<file path="src/design/rrts_pkg.sv">
// rrts_pkg: shared types and constants of the round-robin time-slice scheduler
// request and result payloads, controller/datapath command and status groups
// no dependencies
package rrts_pkg;

  localparam int QUEUE_DEPTH_DEF = 16;
  localparam int ID_W            = 8;
  localparam int TIME_W          = 16;
  localparam int QUANT_W         = 16;
  localparam int QCNT_W          = 5;
  localparam int APB_DW          = 32;
  localparam int APB_AW          = 3;

  localparam logic [QUANT_W-1:0] QUANTUM_RST = 16'd50;
  localparam logic               REG_QUANTUM = 1'b0;

  typedef struct packed {
    logic              arrival_valid;
    logic [ID_W-1:0]   process_id;
    logic [TIME_W-1:0] exec_time;
  } in_t;

  typedef struct packed {
    logic              running_valid;
    logic [ID_W-1:0]   running_id;
    logic              completed_valid;
    logic [ID_W-1:0]   completed_id;
    logic              rotated;
    logic [QCNT_W-1:0] queue_count;
    logic              arrival_rejected;
  } out_t;

  typedef struct packed {
    logic accept;
    logic wr_pend;
    logic fetch;
    logic load_out;
  } cmd_t;

  typedef struct packed {
    logic two_wr;
    logic need_load_now;
    logic need_load_r;
    logic out_free;
  } sts_t;

endpackage

</file>
<file path="src/design/round_robin_time_slice_scheduler.sv">
// round_robin_time_slice_scheduler: top level, configuration register and wiring
// depends on rrts_pkg, rrts_ctrl, rrts_dpath
//
// channel   direction  handshake                 payload
// in        request    in_valid / in_stall       in_data (in_t): one time tick
// out       result     out_valid / out_stall     out_data (out_t): state after the tick
// cfg       write/read psel penable pwrite pready paddr, pwdata, prdata: quantum at 0
//
// a request passes through an evaluate step, a second queue write when a
// rotation and an arrival fall in the same tick, a read and a fetch of the new head
// from the queue memory after a retire or rotation, and the load of the result
// the result register frees the request side; a stalled result holds the next
// request in its last cycle. synchronous active-low reset, no memory clearing
module round_robin_time_slice_scheduler import rrts_pkg::*; #(
  parameter int QUEUE_DEPTH = QUEUE_DEPTH_DEF
) (
  input  logic              clk,
  input  logic              rst_n,
  input  logic              in_valid,
  output logic              in_stall,
  input  in_t               in_data,
  output logic              out_valid,
  input  logic              out_stall,
  output out_t              out_data,
  input  logic              psel,
  input  logic              penable,
  input  logic              pwrite,
  input  logic [APB_AW-1:0] paddr,
  input  logic [APB_DW-1:0] pwdata,
  output logic [APB_DW-1:0] prdata,
  output logic              pready
);

  logic [QUANT_W-1:0] quantum_r, quantum_nxt;
  cmd_t               cmd;
  sts_t               sts;

  always_comb begin
    quantum_nxt = quantum_r;
    if (psel && penable && pwrite && (paddr[2] == REG_QUANTUM)) begin
      quantum_nxt = pwdata[QUANT_W-1:0];
    end
  end

  always_ff @(posedge clk) begin
    if (!rst_n) begin
      quantum_r <= QUANTUM_RST;
    end else begin
      quantum_r <= quantum_nxt;
    end
  end

  assign pready = 1'b1;
  assign prdata = (paddr[2] == REG_QUANTUM) ? APB_DW'(quantum_r) : '0;

  rrts_ctrl u_ctrl (
    .clk      (clk),
    .rst_n    (rst_n),
    .in_valid (in_valid),
    .in_stall (in_stall),
    .sts      (sts),
    .cmd      (cmd)
  );

  rrts_dpath #(
    .QUEUE_DEPTH (QUEUE_DEPTH)
  ) u_dpath (
    .clk       (clk),
    .rst_n     (rst_n),
    .cmd       (cmd),
    .sts       (sts),
    .in_data   (in_data),
    .quantum   (quantum_r),
    .out_stall (out_stall),
    .out_valid (out_valid),
    .out_data  (out_data)
  );

endmodule

</file>
<file path="src/design/rrts_ram.sv">
// rrts_ram: generic single write port memory with a registered read port
// no dependencies
module rrts_ram #(
  parameter int WIDTH = 8,
  parameter int DEPTH = 16
) (
  input  logic                     clk,
  input  logic                     we,
  input  logic [$clog2(DEPTH)-1:0] waddr,
  input  logic [WIDTH-1:0]         wdata,
  input  logic [$clog2(DEPTH)-1:0] raddr,
  output logic [WIDTH-1:0]         rdata
);

  logic [WIDTH-1:0] mem_r [DEPTH];
  logic [WIDTH-1:0] rdata_r;

  always_ff @(posedge clk) begin
    if (we) begin
      mem_r[waddr] <= wdata;
    end
    rdata_r <= mem_r[raddr];
  end

  assign rdata = rdata_r;

endmodule

</file>
<file path="src/design/rrts_ctrl.sv">
// rrts_ctrl: sequencing state machine of the scheduler
// depends on rrts_pkg for the command and status groups
module rrts_ctrl import rrts_pkg::*; (
  input  logic clk,
  input  logic rst_n,
  input  logic in_valid,
  output logic in_stall,
  input  sts_t sts,
  output cmd_t cmd
);

  localparam logic [2:0] ST_IDLE   = 3'd0;
  localparam logic [2:0] ST_WRITE  = 3'd1;
  localparam logic [2:0] ST_READ   = 3'd2;
  localparam logic [2:0] ST_FETCH  = 3'd3;
  localparam logic [2:0] ST_FINISH = 3'd4;

  logic [2:0] state_r, state_nxt;

  always_comb begin
    state_nxt = state_r;
    cmd       = '0;
    unique case (state_r)
      ST_IDLE: begin
        if (in_valid) begin
          cmd.accept = 1'b1;
          if (sts.two_wr) begin
            state_nxt = ST_WRITE;
          end else if (sts.need_load_now) begin
            state_nxt = ST_READ;
          end else begin
            state_nxt = ST_FINISH;
          end
        end
      end
      ST_WRITE: begin
        cmd.wr_pend = 1'b1;
        state_nxt   = sts.need_load_r ? ST_READ : ST_FINISH;
      end
      ST_READ: begin
        state_nxt = ST_FETCH;
      end
      ST_FETCH: begin
        cmd.fetch = 1'b1;
        state_nxt = ST_FINISH;
      end
      ST_FINISH: begin
        if (sts.out_free) begin
          cmd.load_out = 1'b1;
          state_nxt    = ST_IDLE;
        end
      end
      default: begin
        state_nxt = ST_IDLE;
      end
    endcase
  end

  always_ff @(posedge clk) begin
    if (!rst_n) begin
      state_r <= ST_IDLE;
    end else begin
      state_r <= state_nxt;
    end
  end

  assign in_stall = (state_r != ST_IDLE);

endmodule

</file>
<file path="src/design/rrts_dpath.sv">
// rrts_dpath: queue memory, head entry, counters, slice phase and result register
// depends on rrts_pkg and rrts_ram
module rrts_dpath import rrts_pkg::*; #(
  parameter int QUEUE_DEPTH = QUEUE_DEPTH_DEF
) (
  input  logic               clk,
  input  logic               rst_n,
  input  cmd_t               cmd,
  output sts_t               sts,
  input  in_t                in_data,
  input  logic [QUANT_W-1:0] quantum,
  input  logic               out_stall,
  output logic               out_valid,
  output out_t               out_data
);

  localparam int PTR_W = $clog2(QUEUE_DEPTH);
  localparam int CNT_W = $clog2(QUEUE_DEPTH + 1);
  localparam int SUM_W = CNT_W + 1;
  localparam int ENT_W = ID_W + TIME_W;
  localparam logic [SUM_W-1:0] DEPTH_S = SUM_W'(QUEUE_DEPTH);
  localparam logic [CNT_W-1:0] DEPTH_C = CNT_W'(QUEUE_DEPTH);

  function automatic logic [PTR_W-1:0] ring_add(logic [PTR_W-1:0] p, logic [CNT_W-1:0] n);
    logic [SUM_W-1:0] s;
    s = SUM_W'(p) + SUM_W'(n);
    if (s >= DEPTH_S) begin
      s = s - DEPTH_S;
    end
    return s[PTR_W-1:0];
  endfunction

  logic [PTR_W-1:0]   head_r, head_nxt;
  logic [CNT_W-1:0]   count_r, count_nxt;
  logic [QUANT_W-1:0] phase_r, phase_nxt;
  logic               started_r, started_nxt;
  logic [ID_W-1:0]    hd_id_r, hd_id_nxt;
  logic [TIME_W-1:0]  hd_rem_r, hd_rem_nxt;
  logic [PTR_W-1:0]   pend_addr_r, pend_addr_nxt;
  logic [ENT_W-1:0]   pend_ent_r, pend_ent_nxt;
  logic               need_load_r, need_load_nxt;
  logic               done_r, done_nxt;
  logic [ID_W-1:0]    done_id_r, done_id_nxt;
  logic               rot_r, rot_nxt;
  logic               rej_r, rej_nxt;
  logic               out_valid_r, out_valid_nxt;
  out_t               out_r, out_nxt;

  logic               has;
  logic [TIME_W-1:0]  rem_dec;
  logic               done;
  logic [CNT_W-1:0]   count1;
  logic [PTR_W-1:0]   head1, head2;
  logic               rot;
  logic [PTR_W-1:0]   tail_rot, tail_arr;
  logic               arr_ok;
  logic [QUANT_W-1:0] q_eff, ph_base;
  logic [QUANT_W:0]   ph_inc;
  logic               need_load_now;
  logic [ENT_W-1:0]   arr_ent;

  logic               ram_we;
  logic [PTR_W-1:0]   ram_waddr;
  logic [ENT_W-1:0]   ram_wdata, ram_rdata;

  assign has           = (count_r != '0);
  assign rem_dec       = hd_rem_r - TIME_W'(1);
  assign done          = has && (rem_dec == '0);
  assign count1        = count_r - CNT_W'(done);
  assign head1         = done ? ring_add(head_r, CNT_W'(1)) : head_r;
  assign rot           = !done && (phase_r == '0) && started_r && (count_r >= CNT_W'(2));
  assign head2         = rot ? ring_add(head1, CNT_W'(1)) : head1;
  assign tail_rot      = ring_add(head_r, count_r);
  assign tail_arr      = ring_add(head2, count1);
  assign arr_ok        = in_data.arrival_valid && (in_data.exec_time != '0) && (count1 < DEPTH_C);
  assign q_eff         = (quantum == '0) ? QUANT_W'(1) : quantum;
  assign ph_base       = done ? '0 : phase_r;
  assign ph_inc        = (QUANT_W + 1)'(ph_base) + (QUANT_W + 1)'(1);
  assign need_load_now = (done || rot) && (count1 != '0);
  assign arr_ent       = {in_data.process_id, in_data.exec_time};

  // queue write: rotation copy or arrival at accept, deferred arrival afterwards
  always_comb begin
    ram_we    = 1'b0;
    ram_waddr = tail_arr;
    ram_wdata = arr_ent;
    if (cmd.wr_pend) begin
      ram_we    = 1'b1;
      ram_waddr = pend_addr_r;
      ram_wdata = pend_ent_r;
    end else if (cmd.accept && rot) begin
      ram_we    = 1'b1;
      ram_waddr = tail_rot;
      ram_wdata = {hd_id_r, rem_dec};
    end else if (cmd.accept && arr_ok) begin
      ram_we    = 1'b1;
    end
  end

  rrts_ram #(
    .WIDTH (ENT_W),
    .DEPTH (QUEUE_DEPTH)
  ) u_queue (
    .clk   (clk),
    .we    (ram_we),
    .waddr (ram_waddr),
    .wdata (ram_wdata),
    .raddr (head_r),
    .rdata (ram_rdata)
  );

  always_comb begin
    head_nxt      = head_r;
    count_nxt     = count_r;
    phase_nxt     = phase_r;
    started_nxt   = started_r;
    hd_id_nxt     = hd_id_r;
    hd_rem_nxt    = hd_rem_r;
    pend_addr_nxt = pend_addr_r;
    pend_ent_nxt  = pend_ent_r;
    need_load_nxt = need_load_r;
    done_nxt      = done_r;
    done_id_nxt   = done_id_r;
    rot_nxt       = rot_r;
    rej_nxt       = rej_r;
    if (cmd.accept) begin
      head_nxt      = head2;
      count_nxt     = count1 + CNT_W'(arr_ok);
      phase_nxt     = (ph_inc >= (QUANT_W + 1)'(q_eff)) ? '0 : ph_inc[QUANT_W-1:0];
      started_nxt   = 1'b1;
      pend_addr_nxt = tail_arr;
      pend_ent_nxt  = arr_ent;
      need_load_nxt = need_load_now;
      done_nxt      = done;
      done_id_nxt   = done ? hd_id_r : '0;
      rot_nxt       = rot;
      rej_nxt       = in_data.arrival_valid && !arr_ok;
      if (has && !done && !rot) begin
        hd_rem_nxt = rem_dec;
      end
      if ((count1 == '0) && arr_ok) begin
        hd_id_nxt  = in_data.process_id;
        hd_rem_nxt = in_data.exec_time;
      end
    end
    if (cmd.fetch) begin
      {hd_id_nxt, hd_rem_nxt} = ram_rdata;
    end
  end

  // result register, free again once the receiver takes it
  always_comb begin
    out_nxt       = out_r;
    out_valid_nxt = out_valid_r && out_stall;
    if (cmd.load_out) begin
      out_valid_nxt            = 1'b1;
      out_nxt.running_valid    = has;
      out_nxt.running_id       = has ? hd_id_r : '0;
      out_nxt.completed_valid  = done_r;
      out_nxt.completed_id     = done_id_r;
      out_nxt.rotated          = rot_r;
      out_nxt.queue_count      = QCNT_W'(count_r);
      out_nxt.arrival_rejected = rej_r;
    end
  end

  always_ff @(posedge clk) begin
    if (!rst_n) begin
      head_r      <= '0;
      count_r     <= '0;
      phase_r     <= '0;
      started_r   <= 1'b0;
      out_valid_r <= 1'b0;
    end else begin
      head_r      <= head_nxt;
      count_r     <= count_nxt;
      phase_r     <= phase_nxt;
      started_r   <= started_nxt;
      out_valid_r <= out_valid_nxt;
    end
  end

  always_ff @(posedge clk) begin
    hd_id_r     <= hd_id_nxt;
    hd_rem_r    <= hd_rem_nxt;
    pend_addr_r <= pend_addr_nxt;
    pend_ent_r  <= pend_ent_nxt;
    need_load_r <= need_load_nxt;
    done_r      <= done_nxt;
    done_id_r   <= done_id_nxt;
    rot_r       <= rot_nxt;
    rej_r       <= rej_nxt;
    out_r       <= out_nxt;
  end

  assign sts.two_wr        = rot && arr_ok;
  assign sts.need_load_now = need_load_now;
  assign sts.need_load_r   = need_load_r;
  assign sts.out_free      = !out_valid_r || !out_stall;

  assign out_valid = out_valid_r;
  assign out_data  = out_r;

endmodule
</file>
<file path="config.mk">
export PLATFORM = sky130hd
export DESIGN_NAME = round_robin_time_slice_scheduler
export DESIGN_NICKNAME = d
export VERILOG_FILES = /design/src/design/rrts_pkg.sv /design/src/design/round_robin_time_slice_scheduler.sv /design/src/design/rrts_ram.sv /design/src/design/rrts_ctrl.sv /design/src/design/rrts_dpath.sv
export SDC_FILE = /design/constraint.sdc
export NUM_CORES = 1
export LEC_CHECK = 0
export BUFFER_PORTS_ARGS = -buffer_cell sky130_fd_sc_hd__buf_2
export CAP_MARGIN = 20
export CORE_UTILIZATION = 60
export CTS_CLUSTER_DIAMETER = 50
export DETAILED_ROUTE_END_ITERATION = 16
export GPL_TIMING_DRIVEN = 0
export PLACE_DENSITY = 0.79
export SLEW_MARGIN = 20
export SYNTH_ARGS = -nofsm -noshare
export SYNTH_HDL_FRONTEND = slang
export SYNTH_SLANG_ARGS = --single-unit
</file>
<file path="constraint.sdc">
create_clock -name clk -period 19.5 [get_ports clk]
set_input_delay 0.975 -clock clk [delete_from_list [all_inputs] [get_ports clk]]
set_output_delay 0.975 -clock clk [all_outputs]
set_load 0.05 [all_outputs]
</file>
After elaboration in Yosys (flattened, before gate mapping):

Memory sizes are Yosys's and may differ from the RTL's. A register that Yosys moved wholly into a read port is not among the register bits.
Index checks and enable logic that the tools add are counted.
Widths: inputs -> output; s select.

* $add $sub $neg: 12
* order comparisons: 7
* eq/ne operators: 6
* multiplexer cells: 39
* bitwise logic cells: 1
* reduce and logical (&&, ||, !) cells: 40

Operator list (count)
* $mux 16: 8
* $logic_not 16->1: 3
* $mux 24: 2
* $mux 4: 8
* $mux 8: 3
* $logic_and 1x1->1: 18
* $add 16x1->17 const B: 1
* $ge 17x16->1: 1
* $reduce_bool 16->1: 1
* $sub 16x1->16 const B: 1
* $sub 4x1->4 const B: 4
* $mux 3: 5
* $pmux 3 s5: 1
* $add 4x5->6: 2
* $ge 6x5->1 const B: 2
* $mux 1: 12
* $add 4x1->5 const B: 2
* $ge 5x5->1 const B: 2
* $reduce_bool 5->1: 2
* $eq 3x2->1 const B: 2
* $reduce_and 2->1: 3
* $reduce_bool 3->1: 2
* $add 5x1->5: 1
* $ge 5x2->1 const B: 1
* other kinds (11): 18

* register bits: 135
* memory bits (writable): 384
* bits of input ports: 67
* output and inout port bits: 60
* logic and storage cells: 129
* memories: 1

Memories
* u_dpath.u_queue.mem_r: depth 16, width 24, rd ports 1, clocked after memory_dff 1, wr ports 1, RTL line rrts_ram.sv:15 `logic [WIDTH-1:0] mem_r [DEPTH];`

Longest topological paths before layout:

* depth in word-level cells: 13
* gate-level depth with buffers: 27
* depth with buffers taken out: 23

Hierarchy:

From an unflattened synthesis, not the netlist that was laid out.

* cell total of the unflattened synthesis: 1435
* area total of the unflattened synthesis: 22965.8 um2

By module, submodules not included
* rrts_ram: instances 1, cells an instance 636, area an instance 14930.6 um2, sequential area each 12011.5 um2
* rrts_dpath: instances 1, cells an instance 673, area an instance 6927.9 um2, sequential area each 3213.1 um2
* round_robin_time_slice_scheduler: instances 1, cells an instance 106, area an instance 922.1 um2, sequential area each 320.3 um2
* rrts_ctrl: instances 1, cells an instance 20, area an instance 185.2 um2, sequential area each 60.1 um2

Least setup slack after synthesis:

Ideal clock, no wire load.

* path kind: reg-to-reg
* start: register u_dpath.hd_rem_r[0]
* end: memory u_dpath.u_queue.mem_r[15][0] (netlist bit), enable pin
* library setup time: 435 ps
* arrival time: 7160 ps
* required time: 19065 ps
* slack: 11905 ps
* stages on the path, launching flop included: 27
* path buffers: 4
* period minus slack after synthesis: 7595 ps
* path through: edfxtp_1 > clkbuf_1 > inv_1 > ha_1 > buf_2 > nor3b_4 > or4b_4 > a211oi_2 > nand4_1 > inv_2 > buf_2 > buf_2 > nand2_1 > nand2_1 > ha_1 > nand2_1 > nand2_1 > mux2_2 > ha_1 > a21o_1 > a21oi_1 > xnor3_1 > nand4_1 > or3b_2 > a211oi_2 > a21oi_1 > nor3_1

* longest elaborated chain between the ends: 13
* elaborated cells between the ends (all ways): 29
* classes of those cells: 6 x add/sub; 3 x order compare; 11 x mux; 9 x reduce/logical

RTL lines
* from (decl): RTL line rrts_dpath.sv:38 `logic [TIME_W-1:0] hd_rem_r, hd_rem_nxt;`
* from (signal assigned): RTL line rrts_dpath.sv:185 `hd_rem_r <= hd_rem_nxt;`
* $sub 16x1->16 *: RTL line rrts_dpath.sv:67 `assign rem_dec = hd_rem_r - TIME_W'(1);`
* $logic_not 16->1 *: RTL line rrts_dpath.sv:68 `assign done = has && (rem_dec == '0);`
* $logic_and 1x1->1 *: RTL line rrts_dpath.sv:68
* net u_dpath.done: RTL line rrts_dpath.sv:51 `logic done;`
* $mux 4 / $logic_not 1->1 (equally long branches): RTL line rrts_dpath.sv:70, rrts_dpath.sv:71
* $add 4x1->5 / $logic_and 1x1->1 (equally long branches): RTL line rrts_dpath.sv:26, rrts_dpath.sv:71
* $sub 4x1->4, or another cell as far along: RTL line rrts_dpath.sv:28 `s = s - DEPTH_S;`
* $mux 4 / $logic_and 1x1->1 (equally long branches): RTL line rrts_dpath.sv:27, rrts_dpath.sv:71
* $mux 4 *: RTL line rrts_dpath.sv:72 `assign head2 = rot ? ring_add(head1, CNT_W'(1)) : head1;`
* net u_dpath.head2[1]: RTL line rrts_dpath.sv:53 `logic [PTR_W-1:0] head1, head2;`
* $add 4x5->6 *: RTL line rrts_dpath.sv:26 `s = SUM_W'(p) + SUM_W'(n);`
* $ge 6x5->1 / $sub 4x1->4 (equally long branches): RTL line rrts_dpath.sv:27, rrts_dpath.sv:28
* $mux 4 *: RTL line rrts_dpath.sv:27 `if (s >= DEPTH_S) begin`
* $mux 4 *: RTL line rrts_dpath.sv:91 `end else if (cmd.accept && rot) begin`
* $mux 4 *: RTL line rrts_dpath.sv:87 `if (cmd.wr_pend) begin`
* to (decl): RTL line rrts_ram.sv:15

The timed path passes the listed nets; every way through them passes the cells marked *.

Worst setup path after layout:

* start: register u_dpath.hd_rem_r[0]
* end: memory u_dpath.u_queue.mem_r[15][2] (netlist bit), enable pin

The elaborated chain is that of the path after synthesis.

==> results.json <==
{
  "first_pass_iters": 5,
  "hold_path_class": "reg -> reg",
  "clkTransAtPathRegs_ps": 60,
  "synthArstFlopShare_pct": 0,
  "cts_tree": "built",
  "crit_top_cell": "nand2_1",
  "io_buffers": 90,
  "max_freq_ghz": 0.117,
  "cts.repair.resized": 0,
  "fin_util_pct": 70.2,
  "cts_sinks": 543,
  "area_delta_synth_final_pct": 15.2,
  "crit_fanout": 11,
  "grt_start_max_net_pins": 27,
  "yosys_warnings": 0,
  "worst_pin_slew_ps": 1180,
  "cts_root_buffer": "clkbuf_16",
  "p_leak_nw": 8.98,
  "netlist_area_mm2": 0.0229,
  "slew_headroom_pct": 21.0,
  "synth-edff-count": 473,
  "p_switching_mw": 0.530,
  "setup_tns_ps": 0,
  "cp_data_required_time_ps": 19790,
  "start_kind": "flop",
  "cp_top_family": "simple AND/OR/NAND/NOR gates",
  "finalMaxSlewViolations": 0,
  "hold_viol": 0,
  "status": "finished clean",
  "place_congestion": 0.936,
  "numCtsBuffers": 53,
  "routed_wl_um": 58600,
  "arrival_ps": 8860,
  "antenna_found_initial": 1,
  "worst_path_largest_cell_delay_ps": 900,
  "nets": 1723,
  "maxCapViolCount": 0,
  "grt_overflow_total": 0,
  "min_period_ps": 8570,
  "vias": 13993,
  "vdd_drop_max_v": 0.0000923,
  "yosysSeqAreaShare_pct": 68.2,
  "clock_power_share_pct": 42.0,
  "synthDistinctLibCells": 72,
  "crit_buf_inv": 7,
  "first_global_vias": 14191,
  "fp.dieW_um": 197,
  "routedWlPerCell_um": 26.9,
  "comb_power_share_pct": 4.9,
  "critical_path_class": "reg -> reg",
  "insertion_delay_ps": 600,
  "crit_slowest_cell": "o31ai_1",
  "swShare_pct": 21.7,
  "drive_above_1_share_pct": 25.1,
  "rsz0062_at_grt": "no",
  "die_y_um": 197,
  "ant_nets": 0,
  "core_mm2": 0.0376,
  "p_int_mw": 1.91,
  "power.density_mw_per_mm2": 92.4,
  "die-area_mm2": 0.0389,
  "holdBufCountCts": 0,
  "hpwl_um": 37900,
  "vias_per_cell": 6.42,
  "cts_max_level": 2,
  "rows": 71,
  "cts.path.max_buffers": 3,
  "route.detailed.drc": 0,
  "setup_viol": 0,
  "grt_pass1_wl_um": 87000,
  "post_cts_buffers": 0,
  "hold_slack_ps": 421,
  "ys.flop_type": "edfxtp_1",
  "cp-end-kind": "flop",
  "grtUsageTotal_pct": 31.1,
  "synth_cells": 1426,
  "num_io_pins": 127,
  "seqPwrFrac_pct": 53.1,
  "fin_crit_sh_pct": 43.9,
  "ys_ff_latch": 543,
  "fin_skew_ps": 14.2,
  "initial_core_util_pct": 60.9,
  "drt_iter0_drc": 1656,
  "dp_cells": 2079,
  "syn_avg_cell_area_um2": 16.1,
  "fin_cells": 2178
}
[synthesized netlist by cell type, types with 3 or more instances]
library cell | count | area share, %
xnor2_1 | 26 | 0.99
a311oi_1 | 5 | 0.19
and2_1 | 21 | 0.57
nor2b_1 | 9 | 0.25
o211ai_1 | 15 | 0.49
o21ai_0 | 50 | 1.1
nand4_1 | 10 | 0.27
nor4b_1 | 3 | 0.11
nor2_1 | 89 | 1.5
nor4_1 | 15 | 0.41
and3_1 | 7 | 0.19
buf_1 | 17 | 0.28
clkbuf_1 | 46 | 0.75
a21o_1 | 6 | 0.20
nand2_1 | 116 | 1.9
edfxtp_1 | 473 | 62
ha_1 | 31 | 1.7
dfxtp_1 | 70 | 6.1
buf_2 | 9 | 0.20
nor3_1 | 18 | 0.39
or3_1 | 7 | 0.19
mux2i_1 | 20 | 0.87
nand3_1 | 14 | 0.31
nor3_2 | 3 | 0.13
a31oi_1 | 5 | 0.14
a21oi_1 | 65 | 1.4
a32o_1 | 3 | 0.13
xor2_1 | 12 | 0.46
o21a_1 | 6 | 0.20
buf_4 | 17 | 0.56
nand2b_1 | 10 | 0.27
mux4_2 | 120 | 12
mux2_2 | 21 | 1.0
inv_1 | 36 | 0.59
[stage by stage]
stage | instance area, um^2 | power [mW] | setup slack (ps)
6_report | 26400 | 2.44 | 10930
3_5_place_dp | 24600 | 1.43 | 11380
5_1_grt | 26400 | 2.50 | 10630
2_1_floorplan | 23000 | 1.39 | 11910
3_3_place_gp | 24000 | 1.43 | 8690
4_1_cts | 26400 | 2.44 | 11160
[cells by family after synthesis]
family | share of synthesized area [%]
flops | 68.2
simple gates | 7.30
buf+inv | 2.51
mux | 13.7
fa+ha+maj | 1.87
other cells | 0.0328
compound gates | 4.86
xor+xnor | 1.55
[cell type report]
type,count,area [um^2]
clock buffer,68,1430
antenna,1,2.50
timing repair buffer,127,916
fill,2342,11200
buffer,92,448
sequential,543,15600
inverter,37,139
clock inverter,30,297
tap,511,639
multi-input combinational,769,6890
[placed cells by master (no fill, tap or decap), types with 14 or more instances in the layout]
master     instances
nor4_1            15
mux2i_1           20
inv_1             36
xnor2_1           26
o21ai_1           15
clkbuf_1          57
buf_2            100
conb_1            17
mux4_2           120
nand3_1           14
clkbuf_16         54
mux2_2            21
nand2_1          116
o211ai_1          15
dfxtp_1           70
edfxtp_1         473
and2_1            21
nor2_1            81
a21oi_1           64
buf_4             39
o21ai_0           35
ha_1              31
[final timing paths]
check / end / slack, ps / startpoint / depth (start not counted)
worst max register to register: u_dpath.u_queue.mem_r[15][2] / 10930 / u_dpath.hd_rem_r[0] / 27
worst max-delay path: u_dpath.u_queue.mem_r[15][2] / 10930 / u_dpath.hd_rem_r[0] / 27
worst min-delay path: u_dpath.out_data[8] / 420 / u_dpath.done_id_r[1] / 0
worst min register to register: u_dpath.out_data[8] / 420 / u_dpath.done_id_r[1] / 0
[sequential cells by signal, indices dropped and copies added, names as in the netlist]
register and cells:
u_dpath.pend_ent_r 24, u_dpath.done_r 1, u_dpath.started_r 1, u_dpath.need_load_r 1, u_dpath.rej_r 1, u_dpath.phase_r 16
quantum_r 16, u_dpath.count_r 5, u_dpath.out_data 25, u_dpath.out_valid 1, u_dpath.done_id_r 8, u_ctrl.state_r 3
u_dpath.u_queue.mem_r 384, u_dpath.hd_id_r 8, u_dpath.u_queue.rdata 24, u_dpath.rot_r 1, u_dpath.head_r 4, u_dpath.pend_addr_r 4
u_dpath.hd_rem_r 16
[power by group through the flow]
stage                     clock network [mW]  registers, mW  logic (mW)
after global routing                    1.07           1.29       0.128
after global placement                     0           1.32       0.109
after detailed placement                   0           1.32       0.117
final                                   1.02           1.29       0.120
after CTS                               1.03           1.29       0.118
after floorplan                            0           1.32      0.0695
[metal layers]
metal  wire [um]  part of all wire [%]  GRT usage, %  vias up
li1            -                     -             -     5906
met1       20800                    36          39.2     6977
met2       28900                    49          52.3      943
met3        6210                    11          6.59      167
met4        2600                   4.4          14.0        0
met5           0                     0             0        -
Power figures use the tool's default switching activity.
